--- config.mk ---
export PLATFORM = sky130hd
export DESIGN_NAME = masked_route_table_lookup
export DESIGN_NICKNAME = d
export VERILOG_FILES = /design/src/hdl/mrtl_pkg.sv /design/src/hdl/mrtl_ram.sv /design/src/hdl/mrtl_scan.sv /design/src/hdl/masked_route_table_lookup.sv
export VERILOG_INCLUDE_DIRS = /design/src /design/src/hdl
export SDC_FILE = /design/constraint.sdc
export NUM_CORES = 1
export LEC_CHECK = 0
export BUFFER_PORTS_ARGS = -buffer_cell sky130_fd_sc_hd__buf_2
export CAP_MARGIN = 20
export CORE_MARGIN = 2
export CORE_UTILIZATION = 62
export DETAILED_ROUTE_END_ITERATION = 10
export GPL_ROUTABILITY_DRIVEN = 0
export PLACE_DENSITY = 0.84
export SLEW_MARGIN = 40
export SYNTH_ARGS = -nofsm -noshare
export SYNTH_HDL_FRONTEND = slang
export SYNTH_SLANG_ARGS = --single-unit
--- constraint.sdc ---
create_clock -name clk_i -period 7.9 [get_ports clk_i]
set_input_delay 0.395 -clock clk_i [delete_from_list [all_inputs] [get_ports clk_i]]
set_output_delay 0.395 -clock clk_i [all_outputs]
set_load 0.02 [all_outputs]
--- src/hdl/masked_route_table_lookup_macros.svh ---
// assertion macros for the route table lookup block
// expects clk_i and rst_ni in the scope of each use
`ifndef MASKED_ROUTE_TABLE_LOOKUP_MACROS_SVH
`define MASKED_ROUTE_TABLE_LOOKUP_MACROS_SVH

// same-cycle implication, held off during reset
`define MRTL_ASSERT_IMPL(lbl, pre, post) \
  lbl: assert property (@(posedge clk_i) disable iff (!rst_ni) (pre) |-> (post)) \
    else $error("mrtl: same-cycle check failed");

// next-cycle implication, held off during reset
`define MRTL_ASSERT_NEXT(lbl, pre, post) \
  lbl: assert property (@(posedge clk_i) disable iff (!rst_ni) (pre) |=> (post)) \
    else $error("mrtl: next-cycle check failed");

`endif

--- src/hdl/mrtl_pkg.sv ---
// shared types, constants and helpers of the route table lookup block
// no dependencies
`default_nettype none

package mrtl_pkg;

  localparam int unsigned TABLE_DEPTH = 16;
  localparam int unsigned ADDR_W      = (TABLE_DEPTH > 1) ? $clog2(TABLE_DEPTH) : 1;
  localparam int unsigned CNT_W       = $clog2(TABLE_DEPTH + 1);
  localparam int unsigned IP_W        = 32;
  localparam int unsigned RAM_W       = 2 * IP_W;
  localparam int unsigned IDX_W       = 4;
  localparam int unsigned CFG_W       = 5;

  localparam logic REQ_WRITE  = 1'b0;
  localparam logic REQ_LOOKUP = 1'b1;

  localparam logic [7:0] OCT_TEN      = 8'd10;
  localparam logic [7:0] OCT_172      = 8'd172;
  localparam logic [7:0] OCT_16       = 8'd16;
  localparam logic [7:0] OCT_31       = 8'd31;
  localparam logic [7:0] OCT_192      = 8'd192;
  localparam logic [7:0] OCT_168      = 8'd168;

  typedef enum logic [2:0] {
    ST_WRITTEN = 3'd0,
    ST_INVALID = 3'd1,
    ST_NETADDR = 3'd2,
    ST_HIT     = 3'd3,
    ST_MISS    = 3'd4
  } status_e;

  typedef enum logic [1:0] {
    SC_IDLE,
    SC_SCAN,
    SC_EMIT
  } scan_state_e;

  typedef struct packed {
    logic            req_type;
    logic [IDX_W-1:0] entry_index;
    logic [IP_W-1:0] route_net;
    logic [IP_W-1:0] route_mask;
    logic [IP_W-1:0] query_addr;
  } in_word_t;

  typedef struct packed {
    status_e          status;
    logic             is_public;
    logic [IDX_W-1:0] hit_index;
  } out_word_t;

  // table memory port request, data packed as {mask, net}
  typedef struct packed {
    logic              we;
    logic [ADDR_W-1:0] waddr;
    logic [RAM_W-1:0]  wdata;
    logic              re;
    logic [ADDR_W-1:0] raddr;
  } ram_req_t;

  typedef struct packed {
    logic              busy;
    logic              rd_en;
    logic [ADDR_W-1:0] rd_addr;
    logic [CNT_W-1:0]  active;
  } scan_stat_t;

  function automatic logic is_private(input logic [IP_W-1:0] addr);
    logic [7:0] o0;
    logic [7:0] o1;
    o0 = addr[31:24];
    o1 = addr[23:16];
    return (o0 == OCT_TEN) ||
           ((o0 == OCT_172) && (o1 >= OCT_16) && (o1 <= OCT_31)) ||
           ((o0 == OCT_192) && (o1 == OCT_168));
  endfunction

  // entries in use, capped at the table depth
  function automatic logic [CNT_W-1:0] active_entries(input logic [CFG_W-1:0] cnt);
    if (32'(cnt) > TABLE_DEPTH) begin
      return CNT_W'(TABLE_DEPTH);
    end
    return CNT_W'(cnt);
  endfunction

endpackage

`default_nettype wire

--- src/hdl/mrtl_ram.sv ---
// generic single-port-write, single-port-read ram with registered read
// no dependencies
`default_nettype none

module mrtl_ram #(
  parameter int unsigned WIDTH = 64,
  parameter int unsigned DEPTH = 16
) (
  input  wire                                       clk_i,
  input  wire                                       we_i,
  input  wire  [((DEPTH > 1) ? $clog2(DEPTH) : 1)-1:0] waddr_i,
  input  wire  [WIDTH-1:0]                          wdata_i,
  input  wire                                       re_i,
  input  wire  [((DEPTH > 1) ? $clog2(DEPTH) : 1)-1:0] raddr_i,
  output logic [WIDTH-1:0]                          rdata_o
);

  logic [WIDTH-1:0] mem_q [DEPTH];

  always_ff @(posedge clk_i) begin
    if (we_i) begin
      mem_q[waddr_i] <= wdata_i;
    end
    if (re_i) begin
      rdata_o <= mem_q[raddr_i];
    end
  end

endmodule

`default_nettype wire

--- src/hdl/mrtl_scan.sv ---
// request sequencer: table writes, address checks and the table walk
// depends on mrtl_pkg
`default_nettype none

module mrtl_scan (
  input  wire                         clk_i,
  input  wire                         rst_ni,
  input  wire                         in_valid_i,
  output logic                        in_ready_o,
  input  mrtl_pkg::in_word_t          in_word_i,
  input  wire  [mrtl_pkg::CFG_W-1:0]  entry_count_i,
  output mrtl_pkg::ram_req_t          ram_req_o,
  input  wire  [mrtl_pkg::RAM_W-1:0]  ram_rdata_i,
  output logic                        res_valid_o,
  input  wire                         res_ready_i,
  output mrtl_pkg::out_word_t         res_word_o,
  output mrtl_pkg::scan_stat_t        stat_o
);

  mrtl_pkg::scan_state_e state_q, state_d;

  logic                          cmp_vld_q, cmp_vld_d;
  logic [mrtl_pkg::IP_W-1:0]     addr_q, addr_d;
  logic [mrtl_pkg::CNT_W-1:0]    n_q, n_d;
  logic                          pub_q, pub_d;
  logic [mrtl_pkg::CNT_W-1:0]    rd_ptr_q, rd_ptr_d;
  logic [mrtl_pkg::ADDR_W-1:0]   cmp_idx_q, cmp_idx_d;
  logic                          net_seen_q, net_seen_d;
  logic                          hit_q, hit_d;
  logic [mrtl_pkg::ADDR_W-1:0]   hit_idx_q, hit_idx_d;
  mrtl_pkg::out_word_t           res_q, res_d;

  logic                          accept;
  logic                          is_lookup;
  logic                          addr_bad;
  logic [mrtl_pkg::CNT_W-1:0]    n_now;
  logic                          rd_issue;
  logic                          last_cmp;
  logic [mrtl_pkg::IP_W-1:0]     ent_net;
  logic [mrtl_pkg::IP_W-1:0]     ent_mask;
  logic                          net_eq;
  logic                          mask_eq;
  logic                          net_seen_nx;
  logic                          hit_nx;
  logic [mrtl_pkg::ADDR_W-1:0]   hit_idx_nx;

  assign in_ready_o = (state_q == mrtl_pkg::SC_IDLE);
  assign accept     = in_valid_i && in_ready_o;
  assign is_lookup  = (in_word_i.req_type == mrtl_pkg::REQ_LOOKUP);
  assign addr_bad   = (in_word_i.query_addr == '0) || (in_word_i.query_addr == '1);
  assign n_now      = mrtl_pkg::active_entries(entry_count_i);

  assign rd_issue   = (state_q == mrtl_pkg::SC_SCAN) && (rd_ptr_q < n_q);
  assign last_cmp   = cmp_vld_q &&
                      ((mrtl_pkg::CNT_W'(cmp_idx_q) + mrtl_pkg::CNT_W'(1)) == n_q);

  assign ent_net    = ram_rdata_i[mrtl_pkg::IP_W-1:0];
  assign ent_mask   = ram_rdata_i[mrtl_pkg::RAM_W-1:mrtl_pkg::IP_W];
  assign net_eq     = (ent_net == addr_q);
  assign mask_eq    = ((addr_q & ent_mask) == (ent_net & ent_mask));

  // next state
  always_comb begin
    state_d = state_q;
    unique case (state_q)
      mrtl_pkg::SC_IDLE: begin
        if (accept) begin
          if (is_lookup && !addr_bad && (n_now != '0)) begin
            state_d = mrtl_pkg::SC_SCAN;
          end else begin
            state_d = mrtl_pkg::SC_EMIT;
          end
        end
      end
      mrtl_pkg::SC_SCAN: begin
        if (last_cmp) begin
          state_d = mrtl_pkg::SC_EMIT;
        end
      end
      mrtl_pkg::SC_EMIT: begin
        if (res_ready_i) begin
          state_d = mrtl_pkg::SC_IDLE;
        end
      end
      default: state_d = mrtl_pkg::SC_IDLE;
    endcase
  end

  // outputs
  always_comb begin
    ram_req_o.we    = accept && !is_lookup &&
                      (32'(in_word_i.entry_index) < mrtl_pkg::TABLE_DEPTH);
    ram_req_o.waddr = mrtl_pkg::ADDR_W'(in_word_i.entry_index);
    ram_req_o.wdata = {in_word_i.route_mask, in_word_i.route_net};
    ram_req_o.re    = rd_issue;
    ram_req_o.raddr = rd_ptr_q[mrtl_pkg::ADDR_W-1:0];
    res_valid_o     = (state_q == mrtl_pkg::SC_EMIT);
    res_word_o      = res_q;
    stat_o.busy     = (state_q != mrtl_pkg::SC_IDLE);
    stat_o.rd_en    = rd_issue;
    stat_o.rd_addr  = rd_ptr_q[mrtl_pkg::ADDR_W-1:0];
    stat_o.active   = n_q;
  end

  // walk datapath
  always_comb begin
    addr_d      = addr_q;
    n_d         = n_q;
    pub_d       = pub_q;
    rd_ptr_d    = rd_ptr_q;
    cmp_vld_d   = 1'b0;
    cmp_idx_d   = rd_ptr_q[mrtl_pkg::ADDR_W-1:0];
    net_seen_d  = net_seen_q;
    hit_d       = hit_q;
    hit_idx_d   = hit_idx_q;
    res_d       = res_q;

    net_seen_nx = net_seen_q || net_eq;
    hit_nx      = hit_q || mask_eq;
    hit_idx_nx  = hit_q ? hit_idx_q : cmp_idx_q;

    if (accept) begin
      addr_d     = in_word_i.query_addr;
      n_d        = n_now;
      pub_d      = !mrtl_pkg::is_private(in_word_i.query_addr);
      rd_ptr_d   = '0;
      net_seen_d = 1'b0;
      hit_d      = 1'b0;
      hit_idx_d  = '0;
      if (!is_lookup) begin
        res_d = '{status: mrtl_pkg::ST_WRITTEN, is_public: 1'b0, hit_index: '0};
      end else if (addr_bad) begin
        res_d = '{status: mrtl_pkg::ST_INVALID, is_public: 1'b0, hit_index: '0};
      end else begin
        // valid lookup: miss by default, final on an empty table, else replaced by the walk
        res_d = '{status: mrtl_pkg::ST_MISS,
                  is_public: !mrtl_pkg::is_private(in_word_i.query_addr),
                  hit_index: '0};
      end
    end

    if (rd_issue) begin
      rd_ptr_d  = rd_ptr_q + mrtl_pkg::CNT_W'(1);
      cmp_vld_d = 1'b1;
    end

    if (cmp_vld_q) begin
      net_seen_d = net_seen_nx;
      hit_d      = hit_nx;
      hit_idx_d  = hit_nx ? hit_idx_nx : hit_idx_q;
      if (last_cmp) begin
        if (net_seen_nx) begin
          res_d = '{status: mrtl_pkg::ST_NETADDR, is_public: 1'b0, hit_index: '0};
        end else if (hit_nx) begin
          res_d = '{status: mrtl_pkg::ST_HIT, is_public: pub_q,
                    hit_index: mrtl_pkg::IDX_W'(hit_idx_nx)};
        end else begin
          res_d = '{status: mrtl_pkg::ST_MISS, is_public: pub_q, hit_index: '0};
        end
      end
    end
  end

  always_ff @(posedge clk_i or negedge rst_ni) begin
    if (!rst_ni) begin
      state_q   <= mrtl_pkg::SC_IDLE;
      cmp_vld_q <= 1'b0;
    end else begin
      state_q   <= state_d;
      cmp_vld_q <= cmp_vld_d;
    end
  end

  always_ff @(posedge clk_i) begin
    addr_q     <= addr_d;
    n_q        <= n_d;
    pub_q      <= pub_d;
    rd_ptr_q   <= rd_ptr_d;
    cmp_idx_q  <= cmp_idx_d;
    net_seen_q <= net_seen_d;
    hit_q      <= hit_d;
    hit_idx_q  <= hit_idx_d;
    res_q      <= res_d;
  end

endmodule

`default_nettype wire

--- src/hdl/masked_route_table_lookup.sv ---
// top level of the first-match route table lookup block
// depends on mrtl_pkg, mrtl_ram, mrtl_scan and the assertion macro header
//
// channel   direction  word            handshake
// in        in         in_word_t       in_valid_i / in_ready_o
// out       out        out_word_t      out_valid_o / out_ready_i
// cfg       in         entry_count     cfg_valid_i / cfg_ready_o
//
// a table write goes from acceptance straight to the emit state, held until taken
// a lookup of an invalid address, or with no entries in use, does the same
// any other lookup first walks the n entries in use, then emits; the walk
// reads one entry per cycle through the table memory read port
// reset clears control and the entry count; the table itself holds garbage until written
// a stalled output keeps its word in the output register while the next word is worked on
`default_nettype none
`include "masked_route_table_lookup_macros.svh"

module masked_route_table_lookup (
  input  wire                         clk_i,
  input  wire                         rst_ni,
  input  wire                         in_valid_i,
  output logic                        in_ready_o,
  input  mrtl_pkg::in_word_t          in_word_i,
  output logic                        out_valid_o,
  input  wire                         out_ready_i,
  output mrtl_pkg::out_word_t         out_word_o,
  input  wire                         cfg_valid_i,
  output logic                        cfg_ready_o,
  input  wire  [mrtl_pkg::CFG_W-1:0]  cfg_data_i
);

  // entry count register, always writable
  logic [mrtl_pkg::CFG_W-1:0] cnt_q;

  // table memory: {mask, net} per entry
  mrtl_pkg::ram_req_t         ram_req;
  logic [mrtl_pkg::RAM_W-1:0] ram_rdata;

  // sequencer result and status
  logic                       res_valid;
  logic                       res_ready;
  mrtl_pkg::out_word_t        res_word;
  mrtl_pkg::scan_stat_t       stat;

  // output register, parts the sequencer from the consumer
  logic                       out_vld_q;
  mrtl_pkg::out_word_t        out_word_q;

  assign cfg_ready_o = 1'b1;

  always_ff @(posedge clk_i or negedge rst_ni) begin
    if (!rst_ni) begin
      cnt_q <= '0;
    end else if (cfg_valid_i && cfg_ready_o) begin
      cnt_q <= cfg_data_i;
    end
  end

  mrtl_ram #(
    .WIDTH (mrtl_pkg::RAM_W),
    .DEPTH (mrtl_pkg::TABLE_DEPTH)
  ) u_table (
    .clk_i   (clk_i),
    .we_i    (ram_req.we),
    .waddr_i (ram_req.waddr),
    .wdata_i (ram_req.wdata),
    .re_i    (ram_req.re),
    .raddr_i (ram_req.raddr),
    .rdata_o (ram_rdata)
  );

  // writes land in the memory at acceptance, so a later walk always sees them
  mrtl_scan u_scan (
    .clk_i         (clk_i),
    .rst_ni        (rst_ni),
    .in_valid_i    (in_valid_i),
    .in_ready_o    (in_ready_o),
    .in_word_i     (in_word_i),
    .entry_count_i (cnt_q),
    .ram_req_o     (ram_req),
    .ram_rdata_i   (ram_rdata),
    .res_valid_o   (res_valid),
    .res_ready_i   (res_ready),
    .res_word_o    (res_word),
    .stat_o        (stat)
  );

  // result moves on when the output register is empty or draining
  assign res_ready = !out_vld_q || out_ready_i;

  always_ff @(posedge clk_i or negedge rst_ni) begin
    if (!rst_ni) begin
      out_vld_q <= 1'b0;
    end else if (res_ready) begin
      out_vld_q <= res_valid;
    end
  end

  always_ff @(posedge clk_i) begin
    if (res_valid && res_ready) begin
      out_word_q <= res_word;
    end
  end

  assign out_valid_o = out_vld_q;
  assign out_word_o  = out_word_q;

  // the walk never reads past the entries in use
  `MRTL_ASSERT_IMPL(a_rd_in_range, stat.rd_en,
                    mrtl_pkg::CNT_W'(stat.rd_addr) < stat.active)
  // only one word in flight inside the sequencer
  `MRTL_ASSERT_NEXT(a_busy_after_accept, in_valid_i && in_ready_o, stat.busy && !in_ready_o)
  // hit index is zero on anything but a hit
  `MRTL_ASSERT_IMPL(a_idx_only_on_hit,
                    out_valid_o && (out_word_o.status != mrtl_pkg::ST_HIT),
                    out_word_o.hit_index == '0)
  // class bit is zero on written, invalid and network-address words
  `MRTL_ASSERT_IMPL(a_pub_only_on_lookup,
                    out_valid_o && (out_word_o.status != mrtl_pkg::ST_HIT) &&
                    (out_word_o.status != mrtl_pkg::ST_MISS),
                    !out_word_o.is_public)

endmodule

`default_nettype wire
==> Word level (Yosys, flattened, before mapping) <==
Memories as Yosys holds them, arrays and structs flattened. A register that Yosys moved wholly into a read port is not among the register bits.
Index checks and enable logic that the tools add are counted.
{ "classes": {"n_eq_ne": 14, "order_cmp": 4, "addsub": 2, "muxes": 27, "reduce_logical": 27, "n_bitwise": 2} }
{ "ops": {"columns": ["op", "n"], "rows": [
  ["$and A32 B32 Y32", 2],
  ["$eq A32 B32 Y1", 2],
  ["$mux W8", 7],
  ["$eq A32 B32 Y1 const B", 1],
  ["$logic_not A32 Y1", 1],
  ["$eq A8 B8 Y1 const B", 3],
  ["$mux W5", 4],
  ["$mux W4", 4],
  ["$logic_and A1 B1 Y1", 10],
  ["$eq A8 B4 Y1 const B", 1],
  ["$ge A8 B5 Y1 const B", 1],
  ["$le A8 B5 Y1 const B", 1],
  ["$mux W2", 4],
  ["$mux W1", 7],
  ["$logic_or A1 B1 Y1", 6],
  ["$pmux W2 S3", 1],
  ["$add A4 B1 Y5 const B", 1],
  ["$add A5 B1 Y5 const B", 1],
  ["$eq A5 B5 Y1", 1],
  ["$gt A5 B5 Y1 const B", 1],
  ["$lt A5 B5 Y1", 1],
  ["$reduce_bool A5 Y1", 1],
  ["$logic_not A1 Y1", 4],
  ["$ne A2 B1 Y1 const B", 2],
  ["7 further kinds", 9]
]} }
{ "totals": {"reg_bits": 78, "mem_count": 1, "inputBits": 111, "mem_bits_rw": 1024} }
{ "memory_table": {"columns": ["name", "words", "word_bits", "read_ports", "rd_clocked_by_memory_dff", "wr", "line", "text"], "rows": [
  ["u_table.mem_q", 16, 64, 1, 1, 1, "mrtl_ram.sv:18", "logic [WIDTH-1:0] mem_q [DEPTH];"]
]} }

==> Depth between registers and ports, before layout <==
Gate-level depths: netlist (run 1).
{ "logic_depth": {"ltp_word": 11, "mapped_depth": 8, "ltp_nobuf": 7} }

==> Hierarchy <==
From an unflattened synthesis (run 1), not the netlist that was laid out.
{ "hier_totals": {"hier_cells": 2014, "area_unflattened_um2": 44457.6} }
{ "by_module_without_submodules": {"columns": ["mod", "n_inst", "cells_each", "area_per_inst_um2", "seq_area_each_um2"], "rows": [
  ["mrtl_ram", 1, 1647, 40223.6, 32671.3],
  ["mrtl_scan", 1, 343, 3757.4, 1786.7],
  ["masked_route_table_lookup", 1, 24, 476.7, 390.4]
]} }

==> Worst setup path before layout (run 1) <==
No wires, ideal clock.
{ "synth_timing": {"path_type": "reg-to-reg", "from": "reg u_scan.state_q[1]", "to": "mem u_table.mem_q[3][0], enable pin", "synth_period_minus_slack_ps": 6419, "t_required_ps": 7335, "setup_time_ps": 565, "path_stages_with_launch": 7, "arrival_time_ps": 5854, "path_buffers": 1, "path_slack_ps": 1481, "path_cell_list": "dfrtp_1 nor2_1 nand2_1 clkbuf_1 nor2_1 nand3_1 nor3_1"} }
{ "synth_between": {"elab_chain_cells": 5} }
{ "synth_rtl": {"columns": ["item", "line", "text"], "rows": [
  ["start: declaration", "mrtl_scan.sv:20", "mrtl_pkg::scan_state_e state_q, state_d;"],
  ["start signal: assignment", "mrtl_scan.sv:166", "state_q <= mrtl_pkg::SC_IDLE;"],
  ["start signal: assignment", "mrtl_scan.sv:169", "state_q <= state_d;"],
  ["$logic_not A2 Y1", "mrtl_scan.sv:47", "assign in_ready_o = (state_q == mrtl_pkg::SC_IDLE);"],
  ["named net in_ready_o", "masked_route_table_lookup.sv:22", "output logic in_ready_o,"],
  ["$logic_and A1 B1 Y1", "mrtl_scan.sv:48", "assign accept = in_valid_i && in_ready_o;"],
  ["$logic_and A1 B1 Y1", "mrtl_scan.sv:91", "ram_req_o.we = accept && !is_lookup &&"],
  ["$mux W1", "mrtl_ram.sv:21", "if (we_i) begin"],
  ["$mux W1 (not written as such)", "mrtl_ram.sv:22", "mem_q[waddr_i] <= wdata_i;"],
  ["end: declaration", "mrtl_ram.sv:18", null]
]} }
The timed path passes the listed nets, and every way through them passes these cells.

==> Final worst setup path (run 1) <==
{ "layout_timing": {"from": "reg u_scan.state_q[1]", "to": "mem u_table.mem_q[3][52], enable pin"} }
{ "layout_between": {"elab_chain_cells": 5} }
{ "layout_rtl": {"columns": ["item", "line"], "rows": [
  ["$logic_not A2 Y1", "mrtl_scan.sv:47"],
  ["$logic_and A1 B1 Y1", "mrtl_scan.sv:48"],
  ["$logic_and A1 B1 Y1", "mrtl_scan.sv:91"],
  ["$mux W1", "mrtl_ram.sv:21"],
  ["$mux W1 (not written as such)", "mrtl_ram.sv:22"]
]} }
No other way between the ends.

==> out/metrics.cfg, run 1 <==
[finish]
final_cell_mix=1145 x edfxtp_1, 315 x mux4_2, 120 x buf_2, 111 x clkbuf_16, 37 x dlygate4sd3_1
fin_nets=2149
layout-drive-gt1-share_pct=31.02
instances_no_fill=3068
final_common_cell=edfxtp_1
stdcell_area_um2=49900
syn_to_final_growth_pct=13.05

[sta]
rsz0062_at_grt=no
relSlewSlack_pct=43.46
fmax_mhz=262.5
maxSlewViolCount=0
setup_tns_ps=0
setup_viol_count_final=0
layout_worst_path_cycle_share_pct=48.23
period_needed_ps=3810
tightest_slew_ps=848.1
finalHoldViolCount=0
hold_slack_ps=27.83
finClkSkew_ps=30.16

[global_route]
gr-total-overflow=0
grt_usage_pct=32.74
grt_pass1_wl_um=167700
antenna_found_initial=16
grt_pass1_vias=22681
grt_max_degree=98

[floorplan]
core_area_um2=70270
placementRows=97
fp.dieW_um=270.8
die_area_um2=73350
fp.dieH_um=270.8
io_pins=122
start_util_pct=62.82

[flow_run]
cap_violations=0

[min_path]
hold_end=u_scan.state_q[1]
worstHoldPathType=in2reg
hold_path_depth=2
min_from=in_word_i[100]

[power_and_ir_drop]
peakVddDrop_v=0.0003103
power_density_nw_per_um2=337.6
power_mw=16.85
leakage_nw=15.71

[clock_tree]
cts_tree=done
cts.path.max_buffers=3
clk_pin_slew_ps=60
cts_made_buffers=109
htreeDepth=3
clockRootBuffer=clkbuf_16
clkLatencyLatePin_ps=700
clock-sinks=1166

[worst_setup_path]
rrSetupSlack_ps=4090
cp_top_family=simple AND/OR/NAND/NOR gates
path_buf_inv=2
start_kind=register
arrival_ps=4110
path_depth=7
path_max_fanout=40
max_stage_delay_ps=730
worstSetupPathType=reg2reg
crit_chain=nor2_1 -> nand2_1 -> nor2_1 -> nand3_1 -> nor3_2 -> buf_4 -> buf_4
cp_slowest_cell=buf_4
required_ps=8200
ff2ff_path_depth=7
r2r_end=u_table.mem_q[3][52]
r2r-start=u_scan.state_q[1]
worstSetupEndpointType=register

[route]
drt_iter0_markers=3803
wl_per_cell_um=38.40
dr_total_vias=22345
remaining_drc_errors=3
detail_route.wirelength_um=117800
ant_nets=0
viasPerCell=7.283
first_pass_iters=11

[placed_design]
dpl_cell_area_um2=45910
dp.cells=2820
dp_hpwl_um=57220
io_buffers=120

[yosys]
synth_top_family_by_area=multiplexers
synth_ff_type=edfxtp_1
synth.area.mux_share_pct=16.61
synth-simple-area-share_pct=1.516
synth-seq-cells=1166
avgSynthCellArea_um2=24.51
synth_compound_area_share_pct=0.7058
async_reset_ff_share_pct=0.7719
synth_xor_area_share_pct=0.7937
syn_area_um2=44140
ys_seq_area_share_pct=78.95
syn-num-nets=1918
synth_cells=1801
yosys.area_share.adder_pct=0.1701
synth_warnings=0
synth.distinct_cells=49
synth_edf_count=1145

[run_status]
violations=design-rule violations
status=complete, but fails checks

-- how the worst max path moves through the flow --
stage | end | from | slack, ps
floorplan | u_table.mem_q[3][0] | u_scan.state_q[1] | 1480
global route | u_table.mem_q[3][59] | u_scan.state_q[1] | 3970
global placement | u_table.mem_q[4][1] | u_scan.state_q[0] | 4270
CTS | u_table.mem_q[13][28] | u_scan.state_q[1] | 4030
detailed placement | u_table.mem_q[13][26] | u_scan.state_q[1] | 4220
finish | u_table.mem_q[3][52] | u_scan.state_q[1] | 4090
-- state kept, by name, indices dropped and copies added (netlist names) --
| name | flops |
|---|---|
| u_scan.addr_q | 32 |
| out_valid_o | 1 |
| u_scan.n_q | 5 |
| u_scan.res_word_o | 8 |
| u_scan.net_seen_q | 1 |
| u_scan.pub_q | 1 |
| u_table.rdata_o | 64 |
| u_table.mem_q | 1024 |
| u_scan.cmp_vld_q | 1 |
| u_scan.state_q | 2 |
| u_scan.hit_idx_q | 4 |
| cnt_q | 5 |
| u_scan.cmp_idx_q | 4 |
| u_scan.hit_q | 1 |
| out_word_o | 8 |
| u_scan.rd_ptr_q | 5 |
-- report_power, final --
part / leakage (nW) / internal [mW] / switching, mW
Combinational: 3.45 / 1.86 / 2.15
Clock: 1.70 / 2.94 / 2.33
Sequential: 10.6 / 7.29 / 0.277
-- layer usage --
layer	up-vias	part of all wire [%]	track usage, %	wire length [um]
met5	-	0.085	0	100
met4	14	5.5	16.01	6496
met3	439	13	8.929	15520
met2	2201	48	51.17	57040
met1	11475	33	43.42	38650
li1	8216	-	-	-
-- repair_timing --
item | 4_1_cts | 5_1_grt
hold buffers | 37 | 0
setup buffers | 0 | 0
endpoints found under the hold margin | 45 | 0
resized for setup | 0 | 0
-- cell usage after synthesis (7+ instances only) --
master    count  area [um^2]
nand2_1      14        52.55
buf_1         9        33.78
nor2b_1      13        81.33
xor2_1       36        315.3
edfxtp_1   1145        34380
nand2b_1      7        43.79
nand4_1       9        56.30
inv_1         8        30.03
a22oi_1      11        82.58
dfrtp_1       9        225.2
dfxtp_1      12        240.2
nor4_1       16        100.1
nor3_1        9        45.04
buf_6        24        270.3
nor2_1       33        123.9
mux4_2      315         7094
nand3_1      16        80.08
clkbuf_1     33        123.9
buf_2        10        50.05
-- kinds of logic after synthesis --
logic type	count (synthesis)
compound gates	43
flops	1166
fa+ha+maj	6
simple gates	128
mux	330
buf+inv	87
other cells	1
xor+xnor	40
-- area by class of cell --
cell class | count | area [um^2]
sequential | 1166 | 34850
fill | 3526 | 20370
multi-input combinational | 548 | 8864
clock buffer | 125 | 2809
timing repair buffer | 199 | 1474
tap | 940 | 1176
clock inverter | 72 | 675.6
inverter | 8 | 31.28
antenna | 10 | 25.02
-- stage by stage --
step                      utilization, %  worst slack, ps
final                              71.01             4090
after detailed placement           65.33             4222
after global routing               71.00             3969
after CTS                          70.82             4034
after global placement             65.20             4267
after floorplan                        -             1481
(Power assumes the default switching activity.)
==> inputs of run 2 (changes only) <==
clock period = 3.8 ns   (was 7.9 ns; I/O delays follow)
==> out/metrics.cfg, run 2 (synthesis gave the netlist of run 1 again) <==
[power_and_ir_drop]
p_int_mw=24.71
power_frac_clock_pct=30.0
pwr-share-comb_pct=24.5
peakVddDrop_v=0.0005677
leakage_nw=15.93
power_density_nw_per_um2=684.7
switching_share_pct=28.57
seqPwrFrac_pct=45.6
p_sw_mw=9.883

[clock_tree]
cts_tree=done
cts_made_buffers=106
clkLatencyLatePin_ps=680
htreeDepth=3
clockRootBuffer=clkbuf_16
clock-sinks=1166
clk_pin_slew_ps=60
post_cts_buffers=0
cts_resized=0
cts.path.max_buffers=3

[route]
detail_route.wirelength_um=119900
wl_per_cell_um=38.42
ant_nets=0
drt_iter0_markers=3950
dr_total_vias=22666
remaining_drc_errors=0
first_pass_iters=6
viasPerCell=7.262

[sta]
fmax_mhz=307.4
setup_slack_ps=547.0
period_needed_ps=3253
rsz0062_at_grt=no
tightest_slew_ps=874.9
finalHoldViolCount=0
setup_tns_ps=0
maxSlewViolCount=0
layout_worst_path_cycle_share_pct=85.61
finClkSkew_ps=31.67
relSlewSlack_pct=41.48
setup_viol_count_final=0

[global_route]
grt_usage_pct=33.57
grt_pass1_wl_um=172300
antenna_found_initial=6
grt_max_degree=109
grt_pass1_vias=23119
gr-total-overflow=0

[finish]
largest_register_ffs=1024
final_util_pct=71.89
top_register=u_table.mem_q
syn_to_final_growth_pct=14.44
layout-drive-gt1-share_pct=29.86
top_regs=u_table.mem_q (1024), u_table.rdata_o (64), u_scan.addr_q (32)
final_cell_mix=1145 x edfxtp_1, 315 x mux4_2, 120 x buf_2, 110 x dlygate4sd3_1, 109 x clkbuf_16
final_common_cell=edfxtp_1
fin_nets=2217

[worst_setup_path]
crit_chain=nor2_1 -> nand2_1 -> nor2_1 -> nand3b_1 -> nor2_4 -> buf_4
required_ps=4110
timing.critical_path.mode_cell=nor2_1
arrival_ps=3570
start_kind=register
worstSetupEndpointType=register
cp_slowest_cell=nor2_4
max_stage_delay_ps=640
worstSetupPathType=reg2reg
path_max_fanout=17

[flow_run]
cap_violations=0

[min_path]
worstHoldPathType=in2reg

[floorplan]
io_pins=122
fp.dieH_um=270.8
start_util_pct=62.82
placementRows=97
core_area_um2=70270
die_area_um2=73350
fp.dieW_um=270.8

[placed_design]
dp_hpwl_um=57180
place_ws_ps=760.1
io_buffers=120

[run_status]
status=finished, final reports clean

==> run 2: cell count changes in the layout (fill, tap and decap cells not counted), moves of 6 or more <==
cell / change
buf_6: -12
buf_12: +21
dlygate4sd3_1: +73
diode_2: -9
buf_4: -6
bufinv_16: -7
==> run 2: final cells by class <==
| type | count | area, um^2 |
|---|---|---|
| fill | 3452 | 19750 |
| antenna | 1 | 2.502 |
| timing repair buffer | 270 | 2322 |
| tap | 940 | 1176 |
| clock buffer | 123 | 2800 |
| clock inverter | 65 | 452.9 |
| sequential | 1166 | 34850 |
| multi-input combinational | 548 | 8885 |
| inverter | 8 | 30.03 |
==> run 2: critical path, delay by kind of cell (launching register included) <==
kind | cells | cell delay, ps
simple gates | 5 | 1970
flops | 1 | 460
buf+inv | 1 | 450
==> run 2: what timing repair did <==
| action | in CTS | in global routing |
|---|---|---|
| hold endpoints to repair | 1072 | 0 |
| hold buffers | 110 | 0 |
| endpoints found under the setup margin | 0 | 0 |
==> run 2: path summary, 6_finish.rpt <==
kind,startpoint,end,slack (ps),cells after the start
worst max-delay path,u_scan.state_q[1],u_table.mem_q[10][56],550,6
worst min-delay path,in_valid_i,u_scan.state_q[0],100,4
worst max register to register,u_scan.state_q[1],u_table.mem_q[10][56],550,6
worst min register to register,u_scan.res_word_o[4],out_word_o[4],440,0
max in group asynchronous,rst_ni,out_valid_o,2850,3
min in group asynchronous,rst_ni,cnt_q[3],610,3
==> run 2: per-stage QoR <==
stage | total power, mW | hold slack, ps | instances | instance area, um^2
after detailed placement | 23.87 | 56.34 | 2822 | 46150
after CTS | 34.49 | 11.49 | 3120 | 50510
after floorplan | 21.57 | -105.6 | 1801 | 44170
after global routing | 35.35 | 106.8 | 3121 | 50520
after global placement | 23.47 | 47.90 | 2821 | 46130
final | 34.59 | 97.54 | 3121 | 50520
==> run 2: power by group through the flow <==
stage / sequential, mW / combinational, mW / clock, mW
global route: 15.8 / 8.75 / 10.8
floorplan: 15.7 / 5.92 / 0
detailed placement: 15.9 / 7.94 / 0
global placement: 15.9 / 7.56 / 0
finish: 15.8 / 8.47 / 10.4
CTS: 15.7 / 8.39 / 10.4
==> run 2: routing by layer <==
metal	vias up	share of wire [%]	wire length, um	GRT usage (%)
met3	404	13	15720	9.532
met1	11733	33	39840	44.63
met2	2165	48	57990	52.38
met5	-	0.12	139	0.6579
met4	12	5.2	6214	15.54
li1	8352	-	-	-
